File: config.mk
export PLATFORM = sky130hd
export DESIGN_NAME = elevator_dispatch_controller
export DESIGN_NICKNAME = d
export VERILOG_FILES = /design/src/sv/edc_pkg.sv /design/src/sv/edc_dispatch.sv /design/src/sv/edc_car_bank.sv /design/src/sv/elevator_dispatch_controller.sv
export SDC_FILE = /design/constraint.sdc
export NUM_CORES = 1
export LEC_CHECK = 0
export ABC_AREA = 1
export BUFFER_PORTS_ARGS = -buffer_cell sky130_fd_sc_hd__clkbuf_2
export CORE_ASPECT_RATIO = 0.5
export CORE_MARGIN = 5
export CORE_UTILIZATION = 53
export CTS_BUF_LIST = sky130_fd_sc_hd__clkbuf_4 sky130_fd_sc_hd__clkbuf_8 sky130_fd_sc_hd__clkbuf_16
export DETAILED_ROUTE_END_ITERATION = 10
export PLACE_DENSITY = 0.73
export SLEW_MARGIN = 20
export SYNTH_ARGS = -nofsm -noshare
export SYNTH_HDL_FRONTEND = slang
export SYNTH_SLANG_ARGS = --single-unit
File: constraint.sdc
create_clock -name aclk -period 7.2 [get_ports aclk]
set_input_delay 0.72 -clock aclk [delete_from_list [all_inputs] [get_ports aclk]]
set_output_delay 0.72 -clock aclk [all_outputs]
set_load 0.02 [all_outputs]
File: src/sv/edc_pkg.sv
// Shared types, command codes and constants for the elevator dispatch controller.
package edc_pkg;

    localparam int NUM_CARS_DEF    = 2;
    localparam int FLOOR_COUNT_DEF = 16;

    localparam int CMD_W      = 3;
    localparam int CAR_ID_W   = 4;
    localparam int CAR_IDX_W  = 3;
    localparam int FLOOR_W    = 5;
    localparam int COUNT_W    = 5;
    localparam int STATUS_W   = 2;
    localparam int DIR_W      = 2;

    localparam logic [FLOOR_W-1:0] IDLE_BONUS   = 5'd1;
    localparam logic [FLOOR_W-1:0] AWAY_PENALTY = 5'd2;

    typedef enum logic [CMD_W-1:0] {
        CMD_FLOOR_REQ = 3'd0,
        CMD_ESTOP     = 3'd1,
        CMD_ECLEAR    = 3'd2,
        CMD_MAINT_ON  = 3'd3,
        CMD_MAINT_OFF = 3'd4,
        CMD_QUIT      = 3'd5,
        CMD_REPORT    = 3'd6,
        CMD_UNKNOWN   = 3'd7
    } cmd_t;

    typedef enum logic [STATUS_W-1:0] {
        ST_OK     = 2'd0,
        ST_REJECT = 2'd1,
        ST_HALTED = 2'd2
    } status_t;

    typedef enum logic [1:0] {
        MODE_IDLE   = 2'd0,
        MODE_MOVING = 2'd1,
        MODE_ESTOP  = 2'd2,
        MODE_MAINT  = 2'd3
    } mode_t;

    typedef enum logic [DIR_W-1:0] {
        HEAD_NONE = 2'd0,
        HEAD_UP   = 2'd1,
        HEAD_DOWN = 2'd2
    } heading_t;

    typedef enum logic [2:0] {
        UPD_NONE       = 3'd0,
        UPD_ASSIGN     = 3'd1,
        UPD_SET_MODE   = 3'd2,
        UPD_CLEAR_MODE = 3'd3,
        UPD_REPORT     = 3'd4
    } upd_kind_t;

    // One state change for one car, issued when a request leaves the input register.
    typedef struct packed {
        logic                 valid;
        upd_kind_t            kind;
        logic [CAR_IDX_W-1:0] car;
        logic [FLOOR_W-1:0]   floor;
        mode_t                mode;
        heading_t             heading;
        logic                 busy;
        logic                 door;
        logic                 arrived;
    } car_upd_t;

endpackage

File: src/sv/edc_dispatch.sv
// Car selection for a floor request: preferred car or lowest score among cars in service.
module edc_dispatch import edc_pkg::*; #(
    parameter int NUM_CARS = NUM_CARS_DEF
) (
    input  logic [FLOOR_W-1:0]                 floor,
    input  logic signed [CAR_ID_W-1:0]         pref_car,
    input  logic [NUM_CARS-1:0][FLOOR_W-1:0]   car_floor,
    input  logic [NUM_CARS-1:0][1:0]           car_mode,
    input  logic [NUM_CARS-1:0][DIR_W-1:0]     car_heading,
    output logic                               found,
    output logic [CAR_IDX_W-1:0]               chosen
);

    logic [NUM_CARS-1:0]              in_svc;
    logic [NUM_CARS-1:0][FLOOR_W-1:0] score;

    always_comb begin
        for (int c = 0; c < NUM_CARS; c++) begin
            logic [FLOOR_W-1:0] span;
            logic               away;
            in_svc[c] = (mode_t'(car_mode[c]) != MODE_ESTOP) &&
                        (mode_t'(car_mode[c]) != MODE_MAINT);
            span = (car_floor[c] > floor) ? car_floor[c] - floor : floor - car_floor[c];
            if (mode_t'(car_mode[c]) == MODE_IDLE && span != '0) begin
                span = span - IDLE_BONUS;
            end
            away = (heading_t'(car_heading[c]) == HEAD_UP && floor < car_floor[c]) ||
                   (heading_t'(car_heading[c]) == HEAD_DOWN && floor > car_floor[c]);
            score[c] = away ? span + AWAY_PENALTY : span;
        end
    end

    always_comb begin
        logic                 pref_hit;
        logic                 any;
        logic [FLOOR_W-1:0]   best;
        logic [CAR_IDX_W-1:0] best_car;
        pref_hit = 1'b0;
        any      = 1'b0;
        best     = '0;
        best_car = '0;
        for (int c = 0; c < NUM_CARS; c++) begin
            if (!pref_car[CAR_ID_W-1] && pref_car[CAR_IDX_W-1:0] == CAR_IDX_W'(c) &&
                in_svc[c]) begin
                pref_hit = 1'b1;
            end
        end
        // Strict compare keeps the lower index on a tie.
        for (int c = 0; c < NUM_CARS; c++) begin
            if (in_svc[c] && (!any || score[c] < best)) begin
                any      = 1'b1;
                best     = score[c];
                best_car = CAR_IDX_W'(c);
            end
        end
        if (pref_hit) begin
            found  = 1'b1;
            chosen = pref_car[CAR_IDX_W-1:0];
        end else begin
            found  = any;
            chosen = best_car;
        end
    end

endmodule

File: src/sv/edc_car_bank.sv
// Per-car state registers: floor, mode, heading, door and pending-floor map.
module edc_car_bank import edc_pkg::*; #(
    parameter int NUM_CARS    = NUM_CARS_DEF,
    parameter int FLOOR_COUNT = FLOOR_COUNT_DEF
) (
    input  logic                               aclk,
    input  logic                               aresetn,
    input  car_upd_t                           upd,
    output logic [NUM_CARS-1:0][FLOOR_W-1:0]   car_floor,
    output logic [NUM_CARS-1:0][1:0]           car_mode,
    output logic [NUM_CARS-1:0][DIR_W-1:0]     car_heading
);

    logic [FLOOR_COUNT-1:0] floor_bit;

    always_comb begin
        for (int f = 0; f < FLOOR_COUNT; f++) begin
            floor_bit[f] = (upd.floor == FLOOR_W'(f + 1));
        end
    end

    for (genvar c = 0; c < NUM_CARS; c++) begin : g_car
        logic [FLOOR_W-1:0]     floor_reg, floor_next;
        mode_t                  mode_reg, mode_next;
        heading_t               heading_reg, heading_next;
        logic                   door_reg, door_next;
        logic [FLOOR_COUNT-1:0] map_reg, map_next;
        logic [COUNT_W-1:0]     count_reg, count_next;
        logic                   sel;
        logic                   in_svc;
        logic                   pending;

        assign sel     = upd.valid && (upd.car == CAR_IDX_W'(c));
        assign in_svc  = (mode_reg != MODE_ESTOP) && (mode_reg != MODE_MAINT);
        assign pending = |(map_reg & floor_bit);

        always_comb begin
            floor_next   = floor_reg;
            mode_next    = mode_reg;
            heading_next = heading_reg;
            door_next    = door_reg;
            map_next     = map_reg;
            count_next   = count_reg;
            if (sel) begin
                case (upd.kind)
                    UPD_ASSIGN: begin
                        if (!pending) begin
                            map_next   = map_reg | floor_bit;
                            count_next = count_reg + COUNT_W'(1);
                        end
                    end
                    UPD_SET_MODE: begin
                        mode_next    = upd.mode;
                        door_next    = 1'b0;
                        heading_next = HEAD_NONE;
                    end
                    UPD_CLEAR_MODE: begin
                        if (mode_reg == upd.mode) begin
                            mode_next    = MODE_IDLE;
                            heading_next = HEAD_NONE;
                        end
                    end
                    UPD_REPORT: begin
                        floor_next = upd.floor;
                        door_next  = upd.door;
                        // A car out of service keeps its mode and heading.
                        if (in_svc) begin
                            mode_next    = upd.busy ? MODE_MOVING : MODE_IDLE;
                            heading_next = upd.heading;
                        end
                        if (upd.arrived && pending) begin
                            map_next   = map_reg & ~floor_bit;
                            count_next = count_reg - COUNT_W'(1);
                        end
                    end
                    default: begin
                    end
                endcase
            end
        end

        always_ff @(posedge aclk) begin
            if (!aresetn) begin
                floor_reg   <= FLOOR_W'(1);
                mode_reg    <= MODE_IDLE;
                heading_reg <= HEAD_NONE;
                door_reg    <= 1'b0;
                map_reg     <= '0;
                count_reg   <= '0;
            end else begin
                floor_reg   <= floor_next;
                mode_reg    <= mode_next;
                heading_reg <= heading_next;
                door_reg    <= door_next;
                map_reg     <= map_next;
                count_reg   <= count_next;
            end
        end

        assign car_floor[c]   = floor_reg;
        assign car_mode[c]    = mode_reg;
        assign car_heading[c] = heading_reg;
    end

endmodule

File: src/sv/elevator_dispatch_controller.sv
// Top level of the elevator dispatch controller: input register, decode and result register.
// A request is held in the input register, and its result is registered onto the m_ ports as it leaves.
// Throughput: one request per cycle unless a result is held back by m_ready; the car state updates
// as the request leaves the input register, so the following request already sees it.
// Reset (synchronous, aresetn low): all cars at floor one, idle, no heading, door closed,
// nothing pending, block not halted, both registers empty.
module elevator_dispatch_controller import edc_pkg::*; #(
    parameter int NUM_CARS    = NUM_CARS_DEF,
    parameter int FLOOR_COUNT = FLOOR_COUNT_DEF
) (
    input  logic                       aclk,
    input  logic                       aresetn,
    input  logic                       s_valid,
    output logic                       s_ready,
    input  logic [CMD_W-1:0]           s_command,
    input  logic signed [CAR_ID_W-1:0] s_car_id,
    input  logic [FLOOR_W-1:0]         s_dest_floor,
    input  logic [FLOOR_W-1:0]         s_report_floor,
    input  logic [DIR_W-1:0]           s_report_direction,
    input  logic                       s_report_busy,
    input  logic                       s_report_door_open,
    input  logic                       s_report_arrived,
    output logic                       m_valid,
    input  logic                       m_ready,
    output logic [STATUS_W-1:0]        m_status,
    output logic signed [CAR_ID_W-1:0] m_assigned_car
);

    logic                       in_valid_reg;
    logic [CMD_W-1:0]           command_reg;
    logic signed [CAR_ID_W-1:0] car_id_reg;
    logic [FLOOR_W-1:0]         dest_floor_reg;
    logic [FLOOR_W-1:0]         report_floor_reg;
    logic [DIR_W-1:0]           report_direction_reg;
    logic                       report_busy_reg;
    logic                       report_door_open_reg;
    logic                       report_arrived_reg;

    logic                       halted_reg, halted_next;
    logic                       out_valid_reg;
    status_t                    status_reg, status_next;
    logic signed [CAR_ID_W-1:0] assigned_reg, assigned_next;

    logic                             proceed;
    logic                             id_ok;
    logic                             target_ok;
    logic                             report_ok;
    logic                             found;
    logic [CAR_IDX_W-1:0]             chosen;
    car_upd_t                         upd;
    logic [NUM_CARS-1:0][FLOOR_W-1:0] car_floor;
    logic [NUM_CARS-1:0][1:0]         car_mode;
    logic [NUM_CARS-1:0][DIR_W-1:0]   car_heading;

    assign proceed = in_valid_reg && (!out_valid_reg || m_ready);
    assign s_ready = !in_valid_reg || proceed;

    always_ff @(posedge aclk) begin
        if (!aresetn) begin
            in_valid_reg <= 1'b0;
        end else if (s_ready) begin
            in_valid_reg <= s_valid;
        end
    end

    always_ff @(posedge aclk) begin
        if (s_valid && s_ready) begin
            command_reg          <= s_command;
            car_id_reg           <= s_car_id;
            dest_floor_reg       <= s_dest_floor;
            report_floor_reg     <= s_report_floor;
            report_direction_reg <= s_report_direction;
            report_busy_reg      <= s_report_busy;
            report_door_open_reg <= s_report_door_open;
            report_arrived_reg   <= s_report_arrived;
        end
    end

    assign id_ok = !car_id_reg[CAR_ID_W-1] &&
                   ({1'b0, car_id_reg[CAR_IDX_W-1:0]} < CAR_ID_W'(NUM_CARS));
    assign target_ok = (dest_floor_reg != '0) && (dest_floor_reg <= FLOOR_W'(FLOOR_COUNT));
    assign report_ok = (report_floor_reg != '0) && (report_floor_reg <= FLOOR_W'(FLOOR_COUNT));

    edc_dispatch #(
        .NUM_CARS (NUM_CARS)
    ) u_dispatch (
        .floor       (dest_floor_reg),
        .pref_car    (car_id_reg),
        .car_floor   (car_floor),
        .car_mode    (car_mode),
        .car_heading (car_heading),
        .found       (found),
        .chosen      (chosen)
    );

    always_comb begin
        status_next   = ST_OK;
        assigned_next = -4'sd1;
        halted_next   = halted_reg;

        upd         = '0;
        upd.kind    = UPD_NONE;
        upd.mode    = MODE_IDLE;
        upd.heading = (report_direction_reg == HEAD_UP || report_direction_reg == HEAD_DOWN)
                      ? heading_t'(report_direction_reg) : HEAD_NONE;
        upd.floor   = report_floor_reg;
        upd.car     = car_id_reg[CAR_IDX_W-1:0];
        upd.busy    = report_busy_reg;
        upd.door    = report_door_open_reg;
        upd.arrived = report_arrived_reg;

        if (halted_reg) begin
            status_next = ST_HALTED;
        end else begin
            case (cmd_t'(command_reg))
                CMD_FLOOR_REQ: begin
                    if (target_ok && found) begin
                        upd.kind      = UPD_ASSIGN;
                        upd.car       = chosen;
                        upd.floor     = dest_floor_reg;
                        assigned_next = CAR_ID_W'({1'b0, chosen});
                    end else begin
                        status_next = ST_REJECT;
                    end
                end
                CMD_QUIT: begin
                    halted_next = 1'b1;
                end
                CMD_ESTOP, CMD_MAINT_ON: begin
                    if (id_ok) begin
                        upd.kind = UPD_SET_MODE;
                        upd.mode = (cmd_t'(command_reg) == CMD_ESTOP) ? MODE_ESTOP : MODE_MAINT;
                    end else begin
                        status_next = ST_REJECT;
                    end
                end
                CMD_ECLEAR, CMD_MAINT_OFF: begin
                    if (id_ok) begin
                        upd.kind = UPD_CLEAR_MODE;
                        upd.mode = (cmd_t'(command_reg) == CMD_ECLEAR) ? MODE_ESTOP : MODE_MAINT;
                    end else begin
                        status_next = ST_REJECT;
                    end
                end
                CMD_REPORT: begin
                    if (id_ok && report_ok) begin
                        upd.kind = UPD_REPORT;
                    end else begin
                        status_next = ST_REJECT;
                    end
                end
                default: begin
                    status_next = ST_REJECT;
                end
            endcase
        end
        upd.valid = proceed && (upd.kind != UPD_NONE);
    end

    edc_car_bank #(
        .NUM_CARS    (NUM_CARS),
        .FLOOR_COUNT (FLOOR_COUNT)
    ) u_car_bank (
        .aclk        (aclk),
        .aresetn     (aresetn),
        .upd         (upd),
        .car_floor   (car_floor),
        .car_mode    (car_mode),
        .car_heading (car_heading)
    );

    always_ff @(posedge aclk) begin
        if (!aresetn) begin
            halted_reg    <= 1'b0;
            out_valid_reg <= 1'b0;
        end else begin
            if (proceed) begin
                halted_reg <= halted_next;
            end
            if (proceed) begin
                out_valid_reg <= 1'b1;
            end else if (m_ready) begin
                out_valid_reg <= 1'b0;
            end
        end
    end

    always_ff @(posedge aclk) begin
        if (proceed) begin
            status_reg   <= status_next;
            assigned_reg <= assigned_next;
        end
    end

    assign m_valid        = out_valid_reg;
    assign m_status       = status_reg;
    assign m_assigned_car = assigned_reg;

endmodule

==> run summary <==
Total power -> 0.6642 mW
Crit path kind -> reg -> reg
Number of flip-flops in the largest register -> 10
Pin count of the biggest net entering global routing -> 21
Yosys reg bits -> 47
# Post-CTS Setup Buffers -> 0
Synth unique cells -> 34
Clk sinks -> 47
Core footprint -> 6595 sq um
Hold/Removal Path Class -> reg -> reg
Drt drc -> 0
Post-DR vias/cell -> 5.025
Least-Margin Pin Slew -> 0.7779 ns
Slew Limit Fails -> 0
Die Width -> 125.6 um
Rel. slew slack -> 0.4808
Antenna-violating nets left -> 0
First-pass GRT wire length -> 12.44 mm
Area Overhead vs Synth -> 10.85%
GRT overflow -> 0
Clk_lat worst skew -> 0.29 ns
H-tree depth -> 2
Sequential share of the synthesized area -> 0.3393
Min Hold Slack -> 0.4597 ns
I/O Pins -> 34
Mapped Area -> 3540 sq um
Worst endpoint required time -> 7.38 ns
Clock transition at path regs -> 0.06 ns
Status -> completed
Final core utilization -> 0.5950
Root Buffer Master -> clkbuf_16
DRT Pass-1 Iters -> 4
Worst path slowest cell -> edfxtp_1
Final cell count without fillers -> 602
Max Cap Violations -> 0
Leakage power -> 1.969 nW
Cell Pwr Density -> 169.3 nW/um^2
Startpoint Class -> flop
Final worst slack -> 2.223 ns
Arrival @ worst endpoint -> 5.16 ns
Most common cell on crit path -> nand2_1
Post-CTS sizing -> 0
Max frequency -> 200.9 MHz
Num rows -> 21
CP delay by family, top -> simple AND/OR/NAND/NOR gates
Drt wl/cell -> 12.22 um
Placed insts -> 594
Yosys warning count -> 0
Total track usage -> 0.1812
Critical Path Sink Type -> flop
Share of cells above drive strength 1 -> 0.1216
Mapped Cells -> 477
CP bufs+invs -> 2
CTS tree -> yes
Post-DP Area -> 3779 sq um
Number of diodes -> 0
Final Wtd Congestion -> 0.8566
Initial DRC count -> 184
Number of buffers created by CTS -> 5
DP HPWL -> 5.795 mm
Fin nets -> 567
Total wire length -> 7.358 mm
Post-route setup TNS -> 0 ns
Post-Syn Nets -> 535
Final min period -> 4.977 ns
Vias in the first global route -> 2792
Initial Utilization -> 0.5367
Hold-fix buffers, CTS -> 0
RSZ-0062 raised after global routing -> no
Vias -> 3025
Die ar. -> 8512 sq um
Final Hold Violating Endpoints -> 0
Period utilization -> 0.6912
Peak supply drop -> 0.1907 mV
Critical-path maximum fanout -> 8
Die extent in y -> 67.79 um
Longest Clk Path Bufs -> 2
Largest stage delay on the critical path -> 0.58 ns
Initial antenna violation count -> 0
Layout Skew -> 0.002331 ns
Post-route cell area -> 3924 sq um
Endpoints failing setup -> 0
# port buffers -> 31
Average cell area after synthesis -> 7.421 sq um
Setup WS pre-CTS -> 2.224 ns
## final timing paths
kind,start,endpoint,slack (ns),depth (start not counted)
setup / recovery,dest_floor_reg[1]$_DFFE_PP_,u_car_bank.g_car[0].mode_reg[0]$_SDFFE_PN0P_,2.22,31
setup reg to reg,dest_floor_reg[1]$_DFFE_PP_,u_car_bank.g_car[0].mode_reg[0]$_SDFFE_PN0P_,2.22,31
hold reg to reg,halted_reg$_SDFFE_PN0P_,m_status[1]$_SDFFCE_PP1P_,0.46,0
hold / removal,halted_reg$_SDFFE_PN0P_,m_status[1]$_SDFFCE_PP1P_,0.46,0
## area by class of cell
class	count	area (sq um)
Clock buffer	7	140.1
Sequential cell	47	1201
Multi-Input combinational cell	339	1988
Clock inverter	1	5.005
Inverter	85	319.1
Timing Repair Buffer	31	155.1
Fill cell	611	2671
Tap cell	92	115.1
## cells in the final DEF, fill, tap and decap left out, types with 2 or more instances in the layout
cell and n:
a31oi_1 2, o21ai_0 17, nand3_1 30, nand4_1 10
o211ai_1 6, a211oi_1 2, nand4_4 2, fa_1 4
xnor2_1 2, nor2_1 45, nand3b_1 2, o21bai_1 6
inv_1 84, a21oi_1 22, clkbuf_2 31, nor3_1 4
nand2_4 3, dfxtp_1 21, ha_1 28, nand3_2 4
nand2_2 8, nor4_1 3, xor2_1 13, edfxtp_1 26
nand2_1 119, nor2_2 2, clkbuf_4 2, clkbuf_16 5
## cell usage after synthesis
library cell / instances / area, sq um
a211oi_1: 2 / 15.01
a21oi_1: 22 / 110.1
a31o_2: 1 / 8.760
a31oi_1: 2 / 12.51
buf_2: 4 / 20.02
buf_4: 1 / 7.510
clkbuf_1: 1 / 3.750
clkinv_1: 1 / 3.750
dfxtp_1: 21 / 420.4
edfxtp_1: 26 / 780.8
fa_1: 4 / 80.08
ha_1: 28 / 350.3
inv_1: 84 / 315.3
nand2_1: 119 / 446.7
nand2_2: 8 / 50.05
nand2_4: 3 / 33.78
nand3_1: 30 / 150.1
nand3_2: 4 / 40.04
nand3_4: 1 / 17.52
nand3b_1: 2 / 15.01
nand4_1: 10 / 62.56
nand4_4: 2 / 42.54
nor2_1: 45 / 168.9
nor2_2: 2 / 12.51
nor2_4: 1 / 11.26
nor3_1: 4 / 20.02
nor4_1: 3 / 18.77
o211ai_1: 6 / 45.04
o21ai_0: 17 / 85.08
o21ai_2: 1 / 8.760
o21bai_1: 6 / 45.04
o22ai_1: 1 / 6.260
xnor2_1: 2 / 17.52
xor2_1: 13 / 113.9
## cell families after synthesis
| family | Yosys count | share of synthesized area |
|---|---|---|
| AOI/OAI and AO/OA | 58 | 0.09509 |
| buffers and inverters | 91 | 0.09897 |
| and+or+nand+nor | 234 | 0.3079 |
| xor gates and xnor gates | 15 | 0.03712 |
| DFF | 47 | 0.3393 |
| adders and majority gates | 32 | 0.1216 |
## report_power, final
group          switching, mW  internal [mW]
registers            0.00636          0.293
clock network         0.0933          0.136
logic                 0.0852         0.0504
total                  0.185          0.479
## metal layers
| metal | vias up | global-route usage | routed length [um] |
|---|---|---|---|
| met5 | - | 0 | 0 |
| li1 | 1599 | - | - |
| met2 | 58 | 0.3019 | 3252 |
| met4 | 0 | 0.07432 | 157 |
| met3 | 16 | 0.02607 | 228 |
| met1 | 1352 | 0.2415 | 3720 |
Note: power is estimated with default switching activity, not from simulation.
